===== config.mk =====
export PLATFORM = sky130hd
export DESIGN_NAME = csma_mac_queue_controller
export DESIGN_NICKNAME = d
export VERILOG_FILES = /design/src/rtl/core/cmq_pkg.sv /design/src/rtl/core/cmq_front.sv /design/src/rtl/core/cmq_back.sv /design/src/rtl/core/csma_mac_queue_controller.sv
export SDC_FILE = /design/constraint.sdc
export NUM_CORES = 1
export LEC_CHECK = 0
export BUFFER_PORTS_ARGS = -buffer_cell sky130_fd_sc_hd__buf_2
export CORE_UTILIZATION = 35
export DETAILED_ROUTE_END_ITERATION = 8
export PLACE_DENSITY = 0.48
export SKIP_LAST_GASP = 1
export SYNTH_ARGS = -nofsm -noshare
export SYNTH_HDL_FRONTEND = slang
export SYNTH_HIERARCHICAL = 1
export SYNTH_SLANG_ARGS = --single-unit

===== constraint.sdc =====
create_clock -name clock -period 10.99 [get_ports clock]
set_clock_uncertainty 0.05 [all_clocks]
set_input_delay 0.5495 -clock clock [delete_from_list [all_inputs] [get_ports clock]]
set_output_delay 0.5495 -clock clock [all_outputs]
set_load 0.05 [all_outputs]

===== src/rtl/core/cmq_pkg.sv =====
// ----------------------------------------------------------------------------
// cmq_pkg
// Shared types and constants of the CSMA MAC queue controller.
// ----------------------------------------------------------------------------
package cmq_pkg;

   localparam int QUEUE_DEPTH_DEF = 16;

   localparam int HANDLE_W   = 32;
   localparam int CAP_W      = 5;
   localparam int MAXB_W     = 8;
   localparam int CSR_DATA_W = 32;
   localparam int CSR_ADDR_W = 3;

   localparam logic [CAP_W-1:0]  CAP_RESET  = 5'd8;
   localparam logic [MAXB_W-1:0] MAXB_RESET = 8'd4;

   // register index, taken from the word address
   localparam logic REG_CAPACITY     = 1'b0;
   localparam logic REG_MAX_BACKOFFS = 1'b1;

   // request codes on req_type
   localparam logic [1:0] REQ_ARRIVAL = 2'd0;
   localparam logic [1:0] REQ_SENSE   = 2'd1;
   localparam logic [1:0] REQ_EXPIRE  = 2'd2;

   typedef enum logic [2:0] {
      ACT_SENSE      = 3'd0,
      ACT_TX         = 3'd1,
      ACT_BACKOFF    = 3'd2,
      ACT_DROP_FULL  = 3'd3,
      ACT_DROP_LIMIT = 3'd4
   } action_type;

   typedef enum logic [2:0] {
      CMD_NONE,
      CMD_ARRIVE,
      CMD_SENSE_IDLE,
      CMD_SENSE_BUSY,
      CMD_EXPIRE
   } cmd_kind_type;

   typedef struct packed {
      cmd_kind_type         kind;
      logic [HANDLE_W-1:0]  handle;
   } cmd_type;

endpackage


===== src/rtl/core/cmq_front.sv =====
// ----------------------------------------------------------------------------
// cmq_front
// Accepts request beats, classifies them and holds them in a two-entry queue.
// ----------------------------------------------------------------------------
module cmq_front (
   input  logic                          clock,
   input  logic                          reset,
   input  logic                          req_valid,
   output logic                          req_stall,
   input  logic [1:0]                    req_type,
   input  logic [cmq_pkg::HANDLE_W-1:0]  req_packet_handle,
   input  logic                          req_channel_busy,
   output logic                          cmd_valid,
   output cmq_pkg::cmd_type              cmd,
   input  logic                          cmd_pop
);

   cmq_pkg::cmd_type entry_ff [2];
   logic             wr_ptr_ff, wr_ptr_in;
   logic             rd_ptr_ff, rd_ptr_in;
   logic [1:0]       fill_ff, fill_in;

   cmq_pkg::cmd_type cls;
   logic             accept;
   logic             push;

   always_comb begin
      cls.handle = req_packet_handle;
      unique case (req_type)
         cmq_pkg::REQ_ARRIVAL: cls.kind = cmq_pkg::CMD_ARRIVE;
         cmq_pkg::REQ_SENSE:   cls.kind = req_channel_busy ? cmq_pkg::CMD_SENSE_BUSY
                                                           : cmq_pkg::CMD_SENSE_IDLE;
         cmq_pkg::REQ_EXPIRE:  cls.kind = cmq_pkg::CMD_EXPIRE;
         default:              cls.kind = cmq_pkg::CMD_NONE;
      endcase
   end

   assign req_stall = (fill_ff == 2'd2);
   assign accept    = req_valid && !req_stall;
   // drop unused request codes right here
   assign push      = accept && (cls.kind != cmq_pkg::CMD_NONE);

   assign cmd_valid = (fill_ff != 2'd0);
   assign cmd       = entry_ff[rd_ptr_ff];

   always_comb begin
      wr_ptr_in = push ? !wr_ptr_ff : wr_ptr_ff;
      rd_ptr_in = cmd_pop ? !rd_ptr_ff : rd_ptr_ff;
      fill_in   = fill_ff + 2'(push) - 2'(cmd_pop);
   end

   always_ff @(posedge clock) begin
      if (reset) begin
         wr_ptr_ff <= 1'b0;
         rd_ptr_ff <= 1'b0;
         fill_ff   <= 2'd0;
      end else begin
         wr_ptr_ff <= wr_ptr_in;
         rd_ptr_ff <= rd_ptr_in;
         fill_ff   <= fill_in;
      end
   end

   always_ff @(posedge clock) begin
      if (push) begin
         entry_ff[wr_ptr_ff] <= cls;
      end
   end

endmodule


===== src/rtl/core/cmq_back.sv =====
// ----------------------------------------------------------------------------
// cmq_back
// Packet FIFO and CSMA sequencing; drives the registered result beat.
// ----------------------------------------------------------------------------
module cmq_back #(
   parameter int QUEUE_DEPTH = cmq_pkg::QUEUE_DEPTH_DEF
) (
   input  logic                          clock,
   input  logic                          reset,
   input  logic                          cmd_valid,
   input  cmq_pkg::cmd_type              cmd,
   output logic                          cmd_pop,
   input  logic [cmq_pkg::CAP_W-1:0]     cfg_capacity,
   input  logic [cmq_pkg::MAXB_W-1:0]    cfg_max_backoffs,
   output logic                          rsp_valid,
   input  logic                          rsp_stall,
   output logic [2:0]                    rsp_action,
   output logic [cmq_pkg::HANDLE_W-1:0]  rsp_out_handle,
   output logic                          rsp_last
);

   localparam int PTR_W = (QUEUE_DEPTH > 1) ? $clog2(QUEUE_DEPTH) : 1;
   localparam int CNT_W = $clog2(QUEUE_DEPTH + 1);
   localparam int CMP_W = (CNT_W > cmq_pkg::CAP_W) ? CNT_W : cmq_pkg::CAP_W;
   localparam logic [PTR_W-1:0] PTR_LAST = PTR_W'(QUEUE_DEPTH - 1);
   localparam logic [CMP_W-1:0] DEPTH_C  = CMP_W'(QUEUE_DEPTH);

   typedef enum logic [1:0] {
      ST_IDLE,
      ST_FETCH,
      ST_START
   } state_type;

   logic [cmq_pkg::HANDLE_W-1:0] mem [QUEUE_DEPTH];
   logic [cmq_pkg::HANDLE_W-1:0] rd_data_ff;

   state_type                    state_ff, state_in;
   logic [PTR_W-1:0]             rp_ff, rp_in;
   logic [PTR_W-1:0]             wp_ff, wp_in;
   logic [CNT_W-1:0]             count_ff, count_in;
   logic [cmq_pkg::HANDLE_W-1:0] current_ff, current_in;
   logic [cmq_pkg::MAXB_W-1:0]   bc_ff, bc_in;
   logic                         proc_ff, proc_in;
   logic                         rsp_valid_ff, rsp_valid_in;
   cmq_pkg::action_type          rsp_action_ff, rsp_action_in;
   logic [cmq_pkg::HANDLE_W-1:0] rsp_handle_ff, rsp_handle_in;
   logic                         rsp_last_ff, rsp_last_in;

   logic                         mem_we;
   logic                         out_free;
   logic [CMP_W-1:0]             cap_lim;
   logic [cmq_pkg::MAXB_W-1:0]   bc_sat;
   logic                         queue_empty;

   assign out_free    = !rsp_valid_ff || !rsp_stall;
   assign cap_lim     = (CMP_W'(cfg_capacity) > DEPTH_C) ? DEPTH_C : CMP_W'(cfg_capacity);
   assign bc_sat      = (bc_ff == '1) ? bc_ff : bc_ff + 8'd1;
   assign queue_empty = (count_ff == '0);

   always_comb begin
      state_in      = state_ff;
      rp_in         = rp_ff;
      wp_in         = wp_ff;
      count_in      = count_ff;
      current_in    = current_ff;
      bc_in         = bc_ff;
      proc_in       = proc_ff;
      rsp_valid_in  = rsp_valid_ff && rsp_stall;
      rsp_action_in = rsp_action_ff;
      rsp_handle_in = rsp_handle_ff;
      rsp_last_in   = rsp_last_ff;
      mem_we        = 1'b0;
      cmd_pop       = 1'b0;

      unique case (state_ff)
         ST_IDLE: begin
            if (cmd_valid && out_free) begin
               cmd_pop = 1'b1;
               case (cmd.kind)
                  cmq_pkg::CMD_ARRIVE: begin
                     if (CMP_W'(count_ff) < cap_lim) begin
                        mem_we   = 1'b1;
                        wp_in    = (wp_ff == PTR_LAST) ? '0 : wp_ff + PTR_W'(1);
                        count_in = count_ff + CNT_W'(1);
                        if (!proc_ff) begin
                           state_in = ST_FETCH;
                        end
                     end else begin
                        rsp_valid_in  = 1'b1;
                        rsp_action_in = cmq_pkg::ACT_DROP_FULL;
                        rsp_handle_in = cmd.handle;
                        rsp_last_in   = 1'b1;
                     end
                  end
                  cmq_pkg::CMD_SENSE_IDLE: begin
                     if (proc_ff) begin
                        rsp_valid_in  = 1'b1;
                        rsp_action_in = cmq_pkg::ACT_TX;
                        rsp_handle_in = current_ff;
                        rsp_last_in   = queue_empty;
                        bc_in         = '0;
                        if (queue_empty) begin
                           proc_in = 1'b0;
                        end else begin
                           state_in = ST_FETCH;
                        end
                     end
                  end
                  cmq_pkg::CMD_SENSE_BUSY: begin
                     if (proc_ff) begin
                        rsp_valid_in = 1'b1;
                        if (bc_sat < cfg_max_backoffs) begin
                           rsp_action_in = cmq_pkg::ACT_BACKOFF;
                           rsp_handle_in = '0;
                           rsp_last_in   = 1'b1;
                           bc_in         = bc_sat;
                        end else begin
                           // limit reached: drop and move to the next packet
                           rsp_action_in = cmq_pkg::ACT_DROP_LIMIT;
                           rsp_handle_in = current_ff;
                           rsp_last_in   = queue_empty;
                           bc_in         = '0;
                           if (queue_empty) begin
                              proc_in = 1'b0;
                           end else begin
                              state_in = ST_FETCH;
                           end
                        end
                     end
                  end
                  cmq_pkg::CMD_EXPIRE: begin
                     if (proc_ff) begin
                        rsp_valid_in  = 1'b1;
                        rsp_action_in = cmq_pkg::ACT_SENSE;
                        rsp_handle_in = '0;
                        rsp_last_in   = 1'b1;
                     end
                  end
                  default: begin
                  end
               endcase
            end
         end
         ST_FETCH: begin
            // head entry lands in rd_data_ff at this edge
            state_in = ST_START;
         end
         ST_START: begin
            if (out_free) begin
               rsp_valid_in  = 1'b1;
               rsp_action_in = cmq_pkg::ACT_SENSE;
               rsp_handle_in = '0;
               rsp_last_in   = 1'b1;
               current_in    = rd_data_ff;
               rp_in         = (rp_ff == PTR_LAST) ? '0 : rp_ff + PTR_W'(1);
               count_in      = count_ff - CNT_W'(1);
               bc_in         = '0;
               proc_in       = 1'b1;
               state_in      = ST_IDLE;
            end
         end
         default: begin
            state_in = ST_IDLE;
         end
      endcase
   end

   always_ff @(posedge clock) begin
      if (reset) begin
         state_ff     <= ST_IDLE;
         rp_ff        <= '0;
         wp_ff        <= '0;
         count_ff     <= '0;
         bc_ff        <= '0;
         proc_ff      <= 1'b0;
         rsp_valid_ff <= 1'b0;
      end else begin
         state_ff     <= state_in;
         rp_ff        <= rp_in;
         wp_ff        <= wp_in;
         count_ff     <= count_in;
         bc_ff        <= bc_in;
         proc_ff      <= proc_in;
         rsp_valid_ff <= rsp_valid_in;
      end
      current_ff    <= current_in;
      rsp_action_ff <= rsp_action_in;
      rsp_handle_ff <= rsp_handle_in;
      rsp_last_ff   <= rsp_last_in;
   end

   always_ff @(posedge clock) begin
      if (mem_we) begin
         mem[wp_ff] <= cmd.handle;
      end
      rd_data_ff <= mem[rp_ff];
   end

   assign rsp_valid      = rsp_valid_ff;
   assign rsp_action     = rsp_action_ff;
   assign rsp_out_handle = rsp_handle_ff;
   assign rsp_last       = rsp_last_ff;

endmodule


===== src/rtl/core/csma_mac_queue_controller.sv =====
// Order: a request beat waits in the front queue; its result beat is registered
//   as the back end takes it. The carrier sense request that starts a new packet
//   follows via ST_FETCH and ST_START (one memory read of the packet FIFO plus the
//   load of the current packet). Throughput: 1 request per cycle unless the result
// stalls or a packet starts. Reset (synchronous): packet FIFO empty, controller idle, capacity 8, limit 4.
// ----------------------------------------------------------------------------
// csma_mac_queue_controller
// CSMA transmit-side MAC controller with a bounded packet FIFO.
// ----------------------------------------------------------------------------
module csma_mac_queue_controller #(
   parameter int QUEUE_DEPTH = cmq_pkg::QUEUE_DEPTH_DEF
) (
   input  logic                            clock,
   input  logic                            reset,
   input  logic                            req_valid,
   output logic                            req_stall,
   input  logic [1:0]                      req_type,
   input  logic [cmq_pkg::HANDLE_W-1:0]    req_packet_handle,
   input  logic                            req_channel_busy,
   output logic                            rsp_valid,
   input  logic                            rsp_stall,
   output logic [2:0]                      rsp_action,
   output logic [cmq_pkg::HANDLE_W-1:0]    rsp_out_handle,
   output logic                            rsp_last,
   input  logic                            psel,
   input  logic                            penable,
   input  logic                            pwrite,
   input  logic [cmq_pkg::CSR_ADDR_W-1:0]  paddr,
   input  logic [cmq_pkg::CSR_DATA_W-1:0]  pwdata,
   output logic [cmq_pkg::CSR_DATA_W-1:0]  prdata,
   output logic                            pready
);

   logic [cmq_pkg::CAP_W-1:0]  cap_ff;
   logic [cmq_pkg::MAXB_W-1:0] maxb_ff;
   logic                       csr_write;
   logic                       cmd_valid;
   logic                       cmd_pop;
   cmq_pkg::cmd_type           cmd;

   assign pready    = 1'b1;
   assign csr_write = psel && penable && pwrite;

   always_ff @(posedge clock) begin
      if (reset) begin
         cap_ff  <= cmq_pkg::CAP_RESET;
         maxb_ff <= cmq_pkg::MAXB_RESET;
      end else if (csr_write) begin
         unique case (paddr[2])
            cmq_pkg::REG_CAPACITY:     cap_ff  <= pwdata[cmq_pkg::CAP_W-1:0];
            cmq_pkg::REG_MAX_BACKOFFS: maxb_ff <= pwdata[cmq_pkg::MAXB_W-1:0];
            default: begin
            end
         endcase
      end
   end

   always_comb begin
      unique case (paddr[2])
         cmq_pkg::REG_CAPACITY:     prdata = cmq_pkg::CSR_DATA_W'(cap_ff);
         cmq_pkg::REG_MAX_BACKOFFS: prdata = cmq_pkg::CSR_DATA_W'(maxb_ff);
         default:                   prdata = '0;
      endcase
   end

   cmq_front u_front (
      .clock             (clock),
      .reset             (reset),
      .req_valid         (req_valid),
      .req_stall         (req_stall),
      .req_type          (req_type),
      .req_packet_handle (req_packet_handle),
      .req_channel_busy  (req_channel_busy),
      .cmd_valid         (cmd_valid),
      .cmd               (cmd),
      .cmd_pop           (cmd_pop)
   );

   cmq_back #(
      .QUEUE_DEPTH (QUEUE_DEPTH)
   ) u_back (
      .clock            (clock),
      .reset            (reset),
      .cmd_valid        (cmd_valid),
      .cmd              (cmd),
      .cmd_pop          (cmd_pop),
      .cfg_capacity     (cap_ff),
      .cfg_max_backoffs (maxb_ff),
      .rsp_valid        (rsp_valid),
      .rsp_stall        (rsp_stall),
      .rsp_action       (rsp_action),
      .rsp_out_handle   (rsp_out_handle),
      .rsp_last         (rsp_last)
   );

endmodule


# Word level (Yosys, flattened, before mapping)
# Memory sizes are Yosys's and may differ from the RTL's. A register that Yosys moved wholly into a read port is not among the register bits.
# Index checks and enable logic that the tools add are counted.
dict set report op_classes {
  n_mul 0
  bitwise 1
  n_shift 0
  n_lt_le_gt_ge 3
  add_sub_neg 7
  div 0
  n_reduce_logical 28
  muxes 81
  n_eq_ne 26
}
# operator count
set op_table {}
lappend op_table {{$mux 32} 7}
lappend op_table {{$pmux 32 s2} 2}
lappend op_table {{$pmux 32 s4} 1}
lappend op_table {{$mux 8} 6}
lappend op_table {{$pmux 8 s2} 2}
lappend op_table {{$mux 1} 29}
lappend op_table {{$mux 5} 5}
lappend op_table {{$mux 3} 7}
lappend op_table {{$mux 2} 8}
lappend op_table {{$reduce_and 8->1} 2}
lappend op_table {{$ne 3x2->1 const B} 4}
lappend op_table {{$ne 3x3->1 const B} 4}
lappend op_table {{$pmux 2 s3} 2}
lappend op_table {{$pmux 3 s4} 1}
lappend op_table {{$pmux 1 s2} 5}
lappend op_table {{$pmux 5 s2} 1}
lappend op_table {{$pmux 3 s3} 1}
lappend op_table {{$add 4x1->4 const B} 2}
lappend op_table {{$add 8x1->8 const B} 1}
lappend op_table {{$eq 4x4->1 const B} 2}
lappend op_table {{$eq 8x8->1 const B} 1}
lappend op_table {{$lt 8x8->1} 1}
lappend op_table {{$mux 4} 2}
lappend op_table {{$reduce_and 4->1} 2}
lappend op_table {{other kinds (29)} 48}
dict set report totals {
  rom_bits 0
  out_inout_bits 71
  inputBits 77
  latchBits 0
  elab_cells 164
  memories 2
  ram_bits 582
  regBits 110
}
# memory depth word_bits read_ports rd_clocked_by_memory_dff write_ports line
set memory_table {}
lappend memory_table {u_back.mem 16 32 1 1 1 cmq_back.sv:34} ;# logic [cmq_pkg::HANDLE_W-1:0] mem [QUEUE_DEPTH];
lappend memory_table {u_front.entry_ff 2 35 1 1 1 cmq_front.sv:18} ;# cmq_pkg::cmd_type entry_ff [2];

# Logic depth before layout (Yosys ltp)
dict set report logic_depth {
  depth_word 9
  ltp_mapped 13
  mapped_depth_nobuf 11
}

# Cells and area by module
# The synthesis kept the hierarchy.
# mod seq_area_each_um2 area_per_inst_um2 cells_each instances
set modules_own_cells {}
lappend modules_own_cells {cmq_back 18557.8 24193.2 1112 1}
lappend modules_own_cells {cmq_front 2202.1 2812.7 138 1}
lappend modules_own_cells {csma_mac_queue_controller 260.2 872.1 90 1}

# Least setup slack after synthesis
# No wires, ideal clock.
dict set report synth_timing {
  path_type {register to register}
  startpoint {register (tool-made name)}
  endpoint {register u_back.rsp_action_ff[0] (netlist: u_back/rsp_action[0]), enable pin}
  period_less_slack_ns 4.750
  path_buffers 2
  stages_incl_launch_ff 8
  setup_time_ns 0.474
  path_slack_ns 6.240
  t_arrival_ns 4.226
  cell_sequence {dfxtp_1 -> buf_6 -> buf_6 -> mux2_2 -> or3b_1 -> o31ai_1 -> a21oi_1 -> nor3_1}
}
# item line
set synth_lines {}
lappend synth_lines {{to (signal assigned)} cmq_back.sv:187} ;# rsp_action_ff <= rsp_action_in;
lappend synth_lines {{to (decl)} cmq_back.sv:45} ;# cmq_pkg::action_type rsp_action_ff, rsp_action_in;

# Final worst setup path
dict set report layout_timing {
  startpoint {register u_back/bc_ff[0] (netlist bit)}
  endpoint {register u_back.rsp_handle_ff (netlist bit u_back/rsp_out_handle[30]) (data pin)}
}
dict set report layout_via {
  elab_chain_cells 8
}
# item line
set layout_rtl {}
lappend layout_rtl {{from (decl)} cmq_back.sv:42} ;# logic [cmq_pkg::MAXB_W-1:0] bc_ff, bc_in;
lappend layout_rtl {{from (signal assigned)} cmq_back.sv:182} ;# bc_ff <= bc_in;
lappend layout_rtl {{$add 8x1->8 or $eq 8x8->1 (tied branches)} cmq_back.sv:57} ;# assign bc_sat = (bc_ff == '1) ? bc_ff : bc_ff + 8'd1;
lappend layout_rtl {{$mux 8 *} cmq_back.sv:57}
lappend layout_rtl {{$lt 8x8->1 *} cmq_back.sv:112} ;# if (bc_sat < cfg_max_backoffs) begin
lappend layout_rtl {{$mux 32 *} cmq_back.sv:112}
lappend layout_rtl {{$mux 32 *} cmq_back.sv:110} ;# if (proc_ff) begin
lappend layout_rtl {{$pmux 32 s4 *} cmq_back.sv:79} ;# case (cmd.kind)
lappend layout_rtl {{$mux 32 *} cmq_back.sv:77} ;# if (cmd_valid && out_free) begin
lappend layout_rtl {{$pmux 32 s2 *} cmq_back.sv:75} ;# unique case (state_ff)
lappend layout_rtl {{to (signal assigned)} cmq_back.sv:188} ;# rsp_handle_ff <= rsp_handle_in;
lappend layout_rtl {{to (decl)} cmq_back.sv:46} ;# logic [cmq_pkg::HANDLE_W-1:0] rsp_handle_ff, rsp_handle_in;
# Every way passes the cells marked *; elsewhere a longest branch is shown, timed or not. The select of a mux whose other input is x is not followed.
# A chain may end at the register's enable or synchronous reset.

==> impl_metrics.ini <==
[logic_synthesis]
ys_seq_area_share_pct = 75.4
ys_async_sr_fraction_pct = 0
synth_area_sq_um = 27900
yosysWarnings = 6
syn_inst = 1340
synth.largest_area_cell = edfxtp_1
synth_edf_count = 650
synth-seq-cells = 725
synth_top_cell_area_share_pct = 70.0
avgSynthCellArea_sq_um = 20.8
ys_types = 63
yosys_most_used_dff = edfxtp_1
ys_top_cells_by_area = edfxtp_1, mux4_2, dfxtp_1, mux2_2, a22o_1

[detailed_routing]
first_pass_iters = 4
drc = 0
vias_per_cell = 5.00
ant_nets = 0
drtIter0Drc = 771
drt-total-wl_mm = 64.5
vias = 13012
wl_per_cell_um = 24.8

[grt]
grt_use_met3_pct = 2.72
grt_overflow = 0
grt_pass1_vias = 13794
antenna_found_initial = 0
busiest_layer = met2
use_met2_pct = 27.9
grt_start_max_net_pins = 65
grtUsageTotal_pct = 16.2
grt_use_met1_pct = 21.1
grt_pass1_wl_mm = 94.7

[outcome]
status = finished clean

[sta]
fin_crit_sh_pct = 34.0
rsz0062_at_grt = false
maxSlewViolCount = 0
setup_viol = 0
tns_ns = 0
max_freq_mhz = 267
hold_violations = 0
worstMarginPinSlew_ns = 1.07
holdWs_ns = 0.0555
slew_headroom_pct = 29.0
min_period_ns = 3.74

[clock_tree]
cts_resized = 0
cts-root-buf = clkbuf_16
clkTransAtPathRegs_ns = 0.06
hold_buffers = 0
cts_made_buffers = 81
htreeDepth = 3
post_cts_buffers = 0
tritoncts = built
clkLatencyLatePin_ns = 0.62
clockBufferDepth = 3
clock-sinks = 725

[pwr]
p_per_area_nw_per_um2 = 207
vdd_drop_max_mv = 0.139
power_leakage_uw = 0.0105

[floorplan]
rows = 103
fp.coreArea_sq_um = 78900
floorplan.initialDensity_pct = 35.3
fp.dieW_um = 284
ios = 148
die_area_sq_um = 80800
die_h_um = 284

[layout]
final_util_pct = 40.8
area_growth_pct = 15.3
layout_commonest_cell = edfxtp_1
drive_above_1_share_pct = 31.4
nNetsFinal = 1588
antenna_cells = 0
final_cell_mix = edfxtp_1, mux4_2, buf_2, clkbuf_16, dfxtp_1

[flow_run]
drv_cap = 0

[critical_path]
crit_required_ns = 11.39
worstSetupEndpointType = register
cp_data_arrival_time_ns = 4.14
worstSetupStartpointType = register
crit_fanout = 33
path_class = register to register

[placed_design]
gp_congestion = 0.711
portBuffers = 96
dpl.hpwl_mm = 32.4

[hold_path]
hp-class = primary input to register
power by group:
group / leakage [uW] / internal [uW] / switching [uW] / total (uW)
Clock: 0.00127 / 1560 / 1080 / 2640
Sequential: 0.00648 / 3290 / 28.4 / 3320
Combinational: 0.00273 / 208 / 491 / 699
Total: 0.0105 / 5060 / 1600 / 6660
area by class of cell:
| cell class | instances | area, sq um |
|---|---|---|
| fillers | 7029 | 46700 |
| inverters | 24 | 90.1 |
| well taps | 1050 | 1310 |
| clock buffers | 108 | 2210 |
| flip-flops and latches | 725 | 21000 |
| multi-input cells | 528 | 6410 |
| repair buffers | 128 | 721 |
| clock inverters | 40 | 378 |
sequential cells by signal, indices dropped and copies added, names as in the netlist, named ones only:
name / flops
u_back/mem: 512
u_front/entry_ff: 70
u_back/current_ff: 32
u_back/rd_data_ff: 32
u_back/rsp_out_handle: 32
maxb_ff: 8
u_back/bc_ff: 8
cap_ff: 5
u_back/count_ff: 5
u_back/rp_ff: 4
u_back/wp_ff: 4
u_back/rsp_action: 3
u_back/state_ff: 2
u_front/fill_ff: 2
u_back/proc_ff: 1
u_back/rsp_last: 1
u_back/rsp_valid: 1
u_front/rd_ptr_ff: 1
u_front/wr_ptr_ff: 1
Yosys cell counts (all sizes together), types with 3 or more instances:
cell     count
o21a         3
mux4       160
o21ai       10
nand2       30
nor2        34
xor2         4
a211oi       3
or2          4
ha          22
xnor2        5
nor3         9
and2         6
mux2        47
inv         24
clkbuf      25
and3        15
o211ai       3
mux2i       18
nand4        6
a21oi       15
buf         61
nor2b       16
nand2b      21
nand3        9
a22o        32
dfxtp       75
a31oi        4
o2111ai      3
edfxtp     650
critical path: stages, from the launching register on:
cell and delay, ns:
dfxtp_1 0.43, ha_1 0.26, nand4_2 0.19, or2_1 0.39, mux2_2 0.33, ha_1 0.28
o211ai_1 0.08, nor2_1 0.18, o211ai_4 0.19, a31oi_4 0.20, buf_4 0.60, a22o_1 0.34
metal layers:
metal / up-vias / part of all wire, % / wire length [um]
li1: 5722 / - / -
met1: 6956 / 43 / 27800
met2: 256 / 51 / 32900
met3: 78 / 4.3 / 2760
met4: 0 / 1.7 / 1100
met5: - / 0 / 0
metrics by stage:
| step | power (uW) | instance area, sq um | cells | setup WS, ns |
|---|---|---|---|---|
| after global routing | 6920 | 32200 | 2603 | 7.09 |
| after global placement | 4070 | 29600 | 2455 | 7.33 |
| final | 6660 | 32200 | 2603 | 7.25 |
| after CTS | 6770 | 32200 | 2603 | 7.24 |
| after floorplan | 3850 | 28000 | 1363 | 6.24 |
| after detailed placement | 4100 | 29600 | 2455 | 7.27 |
path summary, 6_finish.rpt:
| check | start | slack [ns] | cells after the start | endpoint |
|---|---|---|---|---|
| worst max register to register | u_back/bc_ff[0]$_SDFFE_PP0P_ | 7.25 | 11 | u_back/rsp_out_handle[30]$_SDFFCE_PP0P_ |
| worst max-delay path | u_back/bc_ff[0]$_SDFFE_PP0P_ | 7.25 | 11 | u_back/rsp_out_handle[30]$_SDFFCE_PP0P_ |
| worst min register to register | u_back/rd_data_ff[30]$_DFF_P_ | 0.35 | 0 | u_back/current_ff[30]$_DFFE_PP_ |
| worst min-delay path | req_packet_handle[7] | 0.06 | 1 | u_front/entry_ff[1][7]$_DFFE_PP_ |
kinds of logic after synthesis:
| logic type | count (synthesis) | synth area share (%) |
|---|---|---|
| adders and majority gates | 23 | 1.06 |
| muxes | 225 | 15.5 |
| other | 2 | 0.0269 |
| and+or+nand+nor | 163 | 3.27 |
| AOI/OAI and AO/OA | 83 | 2.30 |
| buffers and inverters | 110 | 2.18 |
| xor gates and xnor gates | 9 | 0.283 |
| DFF | 725 | 75.4 |
(Power assumes the default switching activity.)
